**src/rtl/length_prefixed_message_deframer_unit_assert.svh**
```systemverilog
// Assertion macros shared by the deframer RTL files
`ifndef LENGTH_PREFIXED_MESSAGE_DEFRAMER_UNIT_ASSERT_SVH
`define LENGTH_PREFIXED_MESSAGE_DEFRAMER_UNIT_ASSERT_SVH

// same-cycle implication, clocked on clk, disabled in reset
`define LPMD_ASSERT_IMPL(lbl, ante, cons) \
  lbl: assert property (@(posedge clk) disable iff (!rst_n) (ante) |-> (cons)) \
    else $error("lpmd assertion failed");

// next-cycle implication
`define LPMD_ASSERT_NEXT(lbl, ante, cons) \
  lbl: assert property (@(posedge clk) disable iff (!rst_n) (ante) |=> (cons)) \
    else $error("lpmd assertion failed");

`endif

```
**src/rtl/lpmd_pkg.sv**
```systemverilog
// Shared types and constants of the length-prefixed message deframer
package lpmd_pkg;

  localparam int COUNT_WIDTH_DEF = 16;
  localparam int CNT_OUT_W       = 16;
  localparam int HDR_BYTES       = 5;
  localparam logic [31:0] MAX_SIZE_RST = 32'd4194304;

  localparam logic [1:0] KIND_BYTE    = 2'd0;
  localparam logic [1:0] KIND_EMPTY   = 2'd1;
  localparam logic [1:0] KIND_SUMMARY = 2'd2;

  localparam logic [1:0] STAT_OK       = 2'd0;
  localparam logic [1:0] STAT_OVERSIZE = 2'd1;
  localparam logic [1:0] STAT_TRAILING = 2'd2;

  typedef struct packed {
    logic [1:0]           kind;
    logic [7:0]           payload_byte;
    logic                 compressed;
    logic                 message_last;
    logic [CNT_OUT_W-1:0] message_count;
    logic [1:0]           status;
  } res_t;

  typedef struct packed {
    logic       valid;
    logic [1:0] n;
  } req_t;

endpackage

```
**src/rtl/lpmd_ifs.sv**
```systemverilog
// Channel interfaces: body input, result output, configuration write
interface lpmd_in_if;
  logic       valid;
  logic       ready;
  logic [7:0] data_byte;
  logic       body_end;
  logic       no_data;

  modport source (output valid, data_byte, body_end, no_data, input ready);
  modport sink (input valid, data_byte, body_end, no_data, output ready);
endinterface

interface lpmd_out_if;
  logic                          valid;
  logic                          ready;
  logic [1:0]                    kind;
  logic [7:0]                    payload_byte;
  logic                          compressed;
  logic                          message_last;
  logic [lpmd_pkg::CNT_OUT_W-1:0] message_count;
  logic [1:0]                    status;

  modport source (output valid, kind, payload_byte, compressed, message_last,
                  message_count, status, input ready);
  modport sink (input valid, kind, payload_byte, compressed, message_last,
                message_count, status, output ready);
endinterface

interface lpmd_cfg_if;
  logic        valid;
  logic        ready;
  logic [31:0] max_message_size;

  modport source (output valid, max_message_size, input ready);
  modport sink (input valid, max_message_size, output ready);
endinterface

```
**src/rtl/lpmd_core.sv**
```systemverilog
// Input register, framing state and per-item result generation
module lpmd_core #(
  parameter int COUNT_WIDTH = lpmd_pkg::COUNT_WIDTH_DEF
) (
  input  logic              clk,
  input  logic              rst_n,
  lpmd_in_if.sink           in_ch,
  lpmd_cfg_if.sink          cfg_ch,
  input  logic              take,
  output lpmd_pkg::req_t    req,
  output lpmd_pkg::res_t    res0,
  output lpmd_pkg::res_t    res1
);

  `include "length_prefixed_message_deframer_unit_assert.svh"

  localparam int OW = lpmd_pkg::CNT_OUT_W;
  localparam logic [1:0] PH_HEADER  = 2'd0;
  localparam logic [1:0] PH_PAYLOAD = 2'd1;
  localparam logic [1:0] PH_ERROR   = 2'd2;
  localparam logic [2:0] HDR_LAST   = 3'(lpmd_pkg::HDR_BYTES - 1);

  logic                   s1_v_r, s1_v_nxt;
  logic [7:0]             s1_byte_r;
  logic                   s1_end_r, s1_none_r;
  logic [31:0]            max_r;
  logic [1:0]             phase_r, phase_nxt, phase_b;
  logic [2:0]             hdr_r, hdr_nxt, hdr_b;
  logic                   comp_r, comp_nxt;
  logic [31:0]            len_r, len_nxt, len_new;
  logic [31:0]            rem_r, rem_nxt, rem_dec;
  logic [COUNT_WIDTH-1:0] cnt_r, cnt_nxt, cnt_inc, cnt_b;
  logic [OW-1:0]          cnt_rep;
  logic                   bv;
  lpmd_pkg::res_t         bres, sres;
  logic [1:0]             sstat;
  logic                   in_acc;

  assign in_ch.ready  = !s1_v_r || take;
  assign in_acc       = in_ch.valid && in_ch.ready;
  assign cfg_ch.ready = 1'b1;
  assign s1_v_nxt     = in_acc ? 1'b1 : (take ? 1'b0 : s1_v_r);

  assign len_new = {len_r[23:0], s1_byte_r};
  assign rem_dec = rem_r - 32'd1;
  assign cnt_inc = (cnt_r != '1) ? cnt_r + 1'b1 : cnt_r;

  always_comb begin
    phase_b = phase_r;
    hdr_b   = hdr_r;
    comp_nxt = comp_r;
    len_nxt = len_r;
    rem_nxt = rem_r;
    cnt_b   = cnt_r;
    bv      = 1'b0;
    bres    = '0;
    if (!s1_none_r) begin
      unique case (phase_r)
        PH_HEADER: begin
          if (hdr_r == 3'd0) begin
            comp_nxt = (s1_byte_r != 8'd0);
            len_nxt  = '0;
            hdr_b    = 3'd1;
          end else begin
            len_nxt = len_new;
            if (hdr_r == HDR_LAST) begin
              hdr_b = 3'd0;
              if (len_new > max_r) begin
                phase_b = PH_ERROR;
              end else if (len_new == 32'd0) begin
                cnt_b = cnt_inc;
                bv    = 1'b1;
                bres.kind         = lpmd_pkg::KIND_EMPTY;
                bres.compressed   = comp_r;
                bres.message_last = 1'b1;
              end else begin
                rem_nxt = len_new;
                phase_b = PH_PAYLOAD;
              end
            end else begin
              hdr_b = hdr_r + 3'd1;
            end
          end
        end
        PH_PAYLOAD: begin
          rem_nxt = rem_dec;
          bv      = 1'b1;
          bres.kind         = lpmd_pkg::KIND_BYTE;
          bres.payload_byte = s1_byte_r;
          bres.compressed   = comp_r;
          if (rem_dec == 32'd0) begin
            bres.message_last = 1'b1;
            cnt_b   = cnt_inc;
            phase_b = PH_HEADER;
          end
        end
        PH_ERROR: begin
        end
        default: begin
        end
      endcase
    end
    if (32'(cnt_b) > 32'({OW{1'b1}})) begin
      cnt_rep = '1;
    end else begin
      cnt_rep = OW'(cnt_b);
    end
    bres.message_count = cnt_rep;

    if (phase_b == PH_ERROR) begin
      sstat = lpmd_pkg::STAT_OVERSIZE;
    end else if (phase_b == PH_PAYLOAD || hdr_b != 3'd0) begin
      sstat = lpmd_pkg::STAT_TRAILING;
    end else begin
      sstat = lpmd_pkg::STAT_OK;
    end
    sres = '0;
    sres.kind          = lpmd_pkg::KIND_SUMMARY;
    sres.message_count = cnt_rep;
    sres.status        = sstat;

    phase_nxt = phase_b;
    hdr_nxt   = hdr_b;
    cnt_nxt   = cnt_b;
    if (s1_end_r) begin
      phase_nxt = PH_HEADER;
      hdr_nxt   = '0;
      comp_nxt  = 1'b0;
      len_nxt   = '0;
      rem_nxt   = '0;
      cnt_nxt   = '0;
    end

    req.valid = s1_v_r;
    req.n     = {1'b0, bv} + {1'b0, s1_end_r};
    res0      = bv ? bres : sres;
    res1      = sres;
  end

  always_ff @(posedge clk) begin
    if (!rst_n) begin
      s1_v_r  <= 1'b0;
      max_r   <= lpmd_pkg::MAX_SIZE_RST;
      phase_r <= PH_HEADER;
      hdr_r   <= '0;
      comp_r  <= 1'b0;
      len_r   <= '0;
      rem_r   <= '0;
      cnt_r   <= '0;
    end else begin
      s1_v_r <= s1_v_nxt;
      if (cfg_ch.valid) begin
        max_r <= cfg_ch.max_message_size;
      end
      if (take) begin
        phase_r <= phase_nxt;
        hdr_r   <= hdr_nxt;
        comp_r  <= comp_nxt;
        len_r   <= len_nxt;
        rem_r   <= rem_nxt;
        cnt_r   <= cnt_nxt;
      end
    end
  end

  always_ff @(posedge clk) begin
    if (in_acc) begin
      s1_byte_r <= in_ch.data_byte;
      s1_end_r  <= in_ch.body_end;
      s1_none_r <= in_ch.no_data;
    end
  end

  `LPMD_ASSERT_IMPL(a_payload_has_bytes, phase_r == PH_PAYLOAD, rem_r != 32'd0)
  `LPMD_ASSERT_IMPL(a_hdr_in_range, 1'b1, hdr_r <= HDR_LAST)
  `LPMD_ASSERT_NEXT(a_end_clears, take && s1_v_r && s1_end_r,
                    phase_r == PH_HEADER && hdr_r == 3'd0 && cnt_r == '0)

endmodule

```
**src/rtl/lpmd_outq.sv**
```systemverilog
// Two-entry result queue feeding the output channel
module lpmd_outq (
  input  logic              clk,
  input  logic              rst_n,
  input  lpmd_pkg::req_t    req,
  input  lpmd_pkg::res_t    res0,
  input  lpmd_pkg::res_t    res1,
  output logic              take,
  lpmd_out_if.source        out_ch
);

  `include "length_prefixed_message_deframer_unit_assert.svh"

  logic [1:0]     occ_r, occ_nxt, base;
  lpmd_pkg::res_t q0_r, q0_nxt, q1_r, q1_nxt;
  logic           pop;

  assign pop  = (occ_r != 2'd0) && out_ch.ready;
  assign base = occ_r - {1'b0, pop};
  assign take = req.valid && ((base == 2'd0) || (base == 2'd1 && req.n <= 2'd1));

  always_comb begin
    q0_nxt  = q0_r;
    q1_nxt  = q1_r;
    occ_nxt = base + (take ? req.n : 2'd0);
    if (pop) begin
      q0_nxt = q1_r;
    end
    if (take) begin
      if (base == 2'd0) begin
        q0_nxt = res0;
        q1_nxt = res1;
      end else begin
        q1_nxt = res0;
      end
    end
  end

  always_ff @(posedge clk) begin
    if (!rst_n) begin
      occ_r <= '0;
    end else begin
      occ_r <= occ_nxt;
    end
  end

  always_ff @(posedge clk) begin
    q0_r <= q0_nxt;
    q1_r <= q1_nxt;
  end

  assign out_ch.valid         = (occ_r != 2'd0);
  assign out_ch.kind          = q0_r.kind;
  assign out_ch.payload_byte  = q0_r.payload_byte;
  assign out_ch.compressed    = q0_r.compressed;
  assign out_ch.message_last  = q0_r.message_last;
  assign out_ch.message_count = q0_r.message_count;
  assign out_ch.status        = q0_r.status;

  `LPMD_ASSERT_IMPL(a_occ_bound, 1'b1, occ_r != 2'd3)

endmodule

```
**src/rtl/length_prefixed_message_deframer_unit.sv**
```systemverilog
// Top level of the length-prefixed message deframer
// Takes one body byte per clock unless stalled. Each transfer is registered,
// decoded against the 5-byte header state in the same cycle, and its results
// (at most two: a payload byte or empty-message mark, then the end-of-body
// summary) go into a two-entry output queue. Input throughput is one transfer
// per cycle while the output is ready and no two-result stall occurs. An item
// that carries a payload byte or completes an empty message and also ends the
// body yields two results; the queue holds the extra one, and the input stalls
// only if another two-result item arrives before an item with no result or an
// idle input cycle has drained it. Output stalls back up into the input once
// the queue is full. max_message_size must be written through cfg_ch only
// while the block is idle, which it does not enforce. Reset sets it to 4194304.
module length_prefixed_message_deframer_unit #(
  parameter int COUNT_WIDTH = lpmd_pkg::COUNT_WIDTH_DEF
) (
  input  logic        clk,
  input  logic        rst_n,
  lpmd_in_if.sink     in_ch,
  lpmd_out_if.source  out_ch,
  lpmd_cfg_if.sink    cfg_ch
);

  lpmd_pkg::req_t req;
  lpmd_pkg::res_t res0, res1;
  logic           take;

  lpmd_core #(
    .COUNT_WIDTH (COUNT_WIDTH)
  ) u_core (
    .clk    (clk),
    .rst_n  (rst_n),
    .in_ch  (in_ch),
    .cfg_ch (cfg_ch),
    .take   (take),
    .req    (req),
    .res0   (res0),
    .res1   (res1)
  );

  lpmd_outq u_outq (
    .clk    (clk),
    .rst_n  (rst_n),
    .req    (req),
    .res0   (res0),
    .res1   (res1),
    .take   (take),
    .out_ch (out_ch)
  );

endmodule
```
**src/flat_wrapper.sv**
```systemverilog
// flat-port wrapper written by rule: the top's interface ports become plain ports
module length_prefixed_message_deframer_unit_flat 
#(
  parameter int COUNT_WIDTH = lpmd_pkg::COUNT_WIDTH_DEF
)
  (clk, rst_n, in_ch_valid, in_ch_data_byte, in_ch_body_end, in_ch_no_data, in_ch_ready, out_ch_valid, out_ch_kind, out_ch_payload_byte, out_ch_compressed, out_ch_message_last, out_ch_message_count, out_ch_status, out_ch_ready, cfg_ch_valid, cfg_ch_max_message_size, cfg_ch_ready);
  lpmd_in_if in_ch_i ();
  lpmd_out_if out_ch_i ();
  lpmd_cfg_if cfg_ch_i ();
  input  logic clk;
  input  logic rst_n;
  input wire logic [$bits(in_ch_i.valid)-1:0] in_ch_valid;
  input wire logic [$bits(in_ch_i.data_byte)-1:0] in_ch_data_byte;
  input wire logic [$bits(in_ch_i.body_end)-1:0] in_ch_body_end;
  input wire logic [$bits(in_ch_i.no_data)-1:0] in_ch_no_data;
  output wire logic [$bits(in_ch_i.ready)-1:0] in_ch_ready;
  output wire logic [$bits(out_ch_i.valid)-1:0] out_ch_valid;
  output wire logic [$bits(out_ch_i.kind)-1:0] out_ch_kind;
  output wire logic [$bits(out_ch_i.payload_byte)-1:0] out_ch_payload_byte;
  output wire logic [$bits(out_ch_i.compressed)-1:0] out_ch_compressed;
  output wire logic [$bits(out_ch_i.message_last)-1:0] out_ch_message_last;
  output wire logic [$bits(out_ch_i.message_count)-1:0] out_ch_message_count;
  output wire logic [$bits(out_ch_i.status)-1:0] out_ch_status;
  input wire logic [$bits(out_ch_i.ready)-1:0] out_ch_ready;
  input wire logic [$bits(cfg_ch_i.valid)-1:0] cfg_ch_valid;
  input wire logic [$bits(cfg_ch_i.max_message_size)-1:0] cfg_ch_max_message_size;
  output wire logic [$bits(cfg_ch_i.ready)-1:0] cfg_ch_ready;
  assign in_ch_i.valid = in_ch_valid;
  assign in_ch_i.data_byte = in_ch_data_byte;
  assign in_ch_i.body_end = in_ch_body_end;
  assign in_ch_i.no_data = in_ch_no_data;
  assign in_ch_ready = in_ch_i.ready;
  assign out_ch_valid = out_ch_i.valid;
  assign out_ch_kind = out_ch_i.kind;
  assign out_ch_payload_byte = out_ch_i.payload_byte;
  assign out_ch_compressed = out_ch_i.compressed;
  assign out_ch_message_last = out_ch_i.message_last;
  assign out_ch_message_count = out_ch_i.message_count;
  assign out_ch_status = out_ch_i.status;
  assign out_ch_i.ready = out_ch_ready;
  assign cfg_ch_i.valid = cfg_ch_valid;
  assign cfg_ch_i.max_message_size = cfg_ch_max_message_size;
  assign cfg_ch_ready = cfg_ch_i.ready;
  length_prefixed_message_deframer_unit #(.COUNT_WIDTH(COUNT_WIDTH)) u_core (.clk(clk), .rst_n(rst_n), .in_ch(in_ch_i), .out_ch(out_ch_i), .cfg_ch(cfg_ch_i));
endmodule
```
**config.mk**
```make
export PLATFORM = sky130hd
export DESIGN_NAME = length_prefixed_message_deframer_unit_flat
export DESIGN_NICKNAME = d
export VERILOG_FILES = /design/src/rtl/lpmd_pkg.sv /design/src/rtl/lpmd_ifs.sv /design/src/rtl/lpmd_core.sv /design/src/rtl/lpmd_outq.sv /design/src/rtl/length_prefixed_message_deframer_unit.sv /design/src/flat_wrapper.sv
export VERILOG_INCLUDE_DIRS = /design/src /design/src/rtl
export SDC_FILE = /design/constraint.sdc
export NUM_CORES = 1
export LEC_CHECK = 0
export ABC_CLOCK_PERIOD_IN_PS = 9800
export BUFFER_PORTS_ARGS = -buffer_cell sky130_fd_sc_hd__buf_2
export CAP_MARGIN = 15
export CORE_ASPECT_RATIO = 1.1
export CORE_MARGIN = 8
export CORE_UTILIZATION = 38
export CTS_CLUSTER_SIZE = 20
export DETAILED_ROUTE_END_ITERATION = 7
export GPL_TIMING_DRIVEN = 0
export PLACE_DENSITY = 0.64
export SYNTH_ARGS = -nofsm -noshare
export SYNTH_HDL_FRONTEND = slang
export SYNTH_HIERARCHICAL = 1
export SYNTH_SLANG_ARGS = --single-unit
export TNS_END_PERCENT = 50
```
**constraint.sdc**
```tcl
create_clock -name clk -period 9.8 [get_ports clk]
set_input_delay 0.49 -clock clk [delete_from_list [all_inputs] [get_ports clk]]
set_output_delay 0.49 -clock clk [all_outputs]
set_load 0.01 [all_outputs]
```
==> run_results.csv <==
group,metric,value,unit
synthesis,syn_avg_cell_area,8.329,sq um
pwr,internal-power,1631,uW
critical_path,rr_worst_depth,18,
synthesis,synth_xor_area_share,1.321,%
placement,post-place-ws,3.871,ns
hold_path,worstHoldStart,"in_ch_data_byte[6]",
critical_path,reg2reg_setup_slack,3.84,ns
synthesis,synth_compound_area_share,16.15,%
floorplan,fp.dieH,190.4,um
synthesis,synth_cell_types,73,
sta,post-route-period-util,60.83,%
layout,final_util,43.62,%
pwr,p_switching,875.2,uW
pwr,p_leak,0.004840,uW
pwr,ir_drop,0.1348,mV
synthesis,synth_cells,1262,
sta,hold-worst-slack,0.2289,ns
synthesis,synth_edf_count,40,
critical_path,cp.arrival,6.32,ns
hold_path,hold-path-cell-count,1,
sta,worst_slew_pin_slew,1.020,ns
synthesis,netlist_area,10510,sq um
pwr,power_density,208.6,nW/um^2
synthesis,synthArstFlopShare,0,%
floorplan,core,27550,sq um
route,antenna_left,0,
critical_path,cp_cell_sequence,"ha_1, nand4_1, nor3_1, a21boi_0, nand4b_1, a21oi_1, o21a_1, ha_1, a211oi_4, clkbuf_1, inv_1, nor2_1, o31ai_1, buf_2, nor2_1, clkbuf_1, nand2_1, a21oi_1",
critical_path,crit_path_end_kind,"flop",
floorplan,die-area,33250,sq um
global_routing,grt_overflow,0,
global_routing,grt_pass1_vias,9387,
critical_path,r2r-end,"u_core/u_core/rem_r[27]",
critical_path,reg2reg_from,"u_core/u_core/s1_byte_r[7]",
run_status,status,"completed",
clocking,ctsLongestPathBuffers,2,
layout,fin_nets,1458,
layout,multi_input_area,5715,sq um
clocking,h-tree-depth,4,
synthesis,synth_top_family_by_area,"simple AND/OR/NAND/NOR gates",
route,firstDrtPassIters,6,
pwr,power,2507,uW
placement,dp_hpwl,23660,um
route,drt_iter0_markers,865,
sta,slew_headroom,31.50,%
floorplan,rows,64,
synthesis,ys_seq_elements,183,
placement,gp_congestion,0.9638,
critical_path,cp-start-kind,"flop",
hold_path,hold_class,"input pin to flop",
layout,drive_gt1_share,14.81,%
critical_path,cpPeakStageDelay,0.74,ns
floorplan,ios,80,
route,vias,9671,
layout,areaGrowthSynthToFinish,14.32,%
critical_path,setup.worst_path.class,"flop to flop",
clocking,cts_buffers,17,
synthesis,synth_fa_ha_area_share,4.868,%
clocking,post_cts_resize_count,0,
hold_path,holdPathEnd,"u_core/u_core/s1_byte_r[6]",
layout,n_fill_cell,2824,
synthesis,synthSimpleGateAreaFrac,24.02,%
synthesis,synth_mux_area_share,7.428,%
pwr,p_comb_share,33.6,%
floorplan,die-width,174.6,um
critical_path,slowest_stage,"nor2_1",
critical_path,worstPathRequired,10.16,ns
clocking,path_clk_slew,0.07,ns
global_routing,antenna_found_initial,0,
sta,tns,0,ns
route,drc,0,
sta,fin_crit,5.961,ns
flow_run,maxCapViolCount,0,
clocking,cts_hold_buffers,0,
route,routed_wirelength,31290,um
sta,rsz0062_at_grt,"false",
layout,register_area,4064,sq um
clocking,cts_tree,"done",
critical_path,crit_path_max_fanout,14,
placement,port_buffers,77,
sta,skew,0.01233,ns
sta,hold_viol_final,0,
global_routing,track_usage,18.70,%
clocking,root_buffer,"clkbuf_16",
sta,setup_viol,0,
pwr,switching_share,34.91,%
layout,layout_commonest_cell,"nand2_1",
sta,setup_ws,3.839,ns
floorplan,start_util,38.16,%
synthesis,ys.flop_type,"dfxtp_1",
synthesis,ys_warn_count,6,
clocking,clock_sinks,183,
route,viasPerCell,5.536,
global_routing,grt_pass1_wl,50290,um
global_routing,grt_max_degree,20,
layout,layout_common_cells,"nand2_1, dfxtp_1, nor2_1",
sta,fmax,0.1678,GHz
pwr,p_seq_share,38.6,%
route,wire_per_inst,17.91,um
synthesis,yosysSeqAreaShare,38.66,%
clocking,clock_latency,0.43,ns
clocking,post_cts_buffers,0,
layout,antennaDiodeCount,0,
sta,maxSlewViolCount,0,
pwr,clkPwrFrac,27.8,%
-- logic make-up (layout without fill, tap and decap cells) --
| logic type | count (synthesis) | after routing |
|---|---|---|
| DFF | 183 | 183 |
| other | 2 | 13 |
| muxes | 63 | 63 |
| buffers and inverters | 166 | 277 |
| and+or+nand+nor | 516 | 516 |
| adders and majority gates | 41 | 41 |
| xor gates and xnor gates | 15 | 15 |
| AOI/OAI and AO/OA | 276 | 276 |
-- cell usage after synthesis, drive strengths merged, types with 40 or more instances --
cell | number | area [sq um]
a21oi | 98 | 490.5
buf | 45 | 331.6
clkbuf | 65 | 244.0
dfxtp | 143 | 2863
edfxtp | 40 | 1201
ha | 40 | 500.5
inv | 56 | 210.2
nand2 | 160 | 603.1
nand3 | 51 | 260.3
nor2 | 120 | 450.4
nor3 | 56 | 301.5
o21ai | 57 | 285.3
-- registers in the layout, summed over array words and instances, names as in the netlist, 2 cells and up --
name / flops
u_core/u_core/max_r: 32
u_core/u_core/rem_r: 32
u_core/u_outq/q1_r: 30
u_core/u_core/len_r: 24
u_core/u_core/cnt_r: 16
u_core/u_outq/out_ch.message_count: 16
u_core/u_core/s1_byte_r: 8
u_core/u_outq/out_ch.payload_byte: 8
u_core/u_core/hdr_r: 3
u_core/u_core/phase_r: 2
u_core/u_outq/occ_r: 2
u_core/u_outq/out_ch.kind: 2
u_core/u_outq/out_ch.status: 2
-- per-layer routing --
metal  up-vias  track usage, %  routed length [um]
met5         -               0                   0
met4         0           8.515                1217
met3        80           3.308                1830
met2       345           30.95               14450
met1      4536           23.50               13800
li1       4710               -                   -
-- cell type report --
type,count,share of cell area [%]
plain buffers,110,4.790
clock inverters,12,1.187
clock buffers,20,3.634
well taps,363,3.780
multi-input cells,924,47.56
repair buffers,79,3.478
flip-flops and latches,183,33.82
inverters,56,1.749
-- critical path: cells and delay by family, from the launching register on --
kind | cells | cell delay [ns]
adders and majority gates | 2 | 0.64
and+or+nand+nor | 6 | 1.70
AOI/OAI and AO/OA | 6 | 1.63
buffers and inverters | 4 | 1.36
DFF | 1 | 0.55
-- through the flow --
| step | std cells | instance area, sq um |
|---|---|---|
| after floorplan | 1273 | 10550 |
| after global routing | 1747 | 12020 |
| after CTS | 1746 | 12010 |
| after detailed placement | 1714 | 11430 |
| after global placement | 1713 | 11390 |
| final | 1747 | 12020 |
-- worst max-delay path by stage --
stage                     slack [ns]                  startpoint                       to
after detailed placement        3.87  u_core/u_core/s1_byte_r[3]  u_core/u_core/rem_r[27]
after global routing            3.47  u_core/u_core/s1_byte_r[7]  u_core/u_core/rem_r[17]
final                           3.84  u_core/u_core/s1_byte_r[7]  u_core/u_core/rem_r[27]
after global placement          1.36  u_core/u_core/s1_byte_r[0]  u_core/u_core/rem_r[27]
after CTS                       3.90  u_core/u_core/s1_byte_r[3]  u_core/u_core/rem_r[27]
after floorplan                 3.91     u_core/u_core/max_r[23]  u_core/u_core/rem_r[26]
-- power by group through the flow --
stage	Sequential, uW	Clock [uW]	Combinational [uW]
after detailed placement	987	0	842
after CTS	970	709	846
after floorplan	1010	0	563
final	968	697	842
after global routing	984	739	928
after global placement	987	0	817
Power figures use the tool's default switching activity.
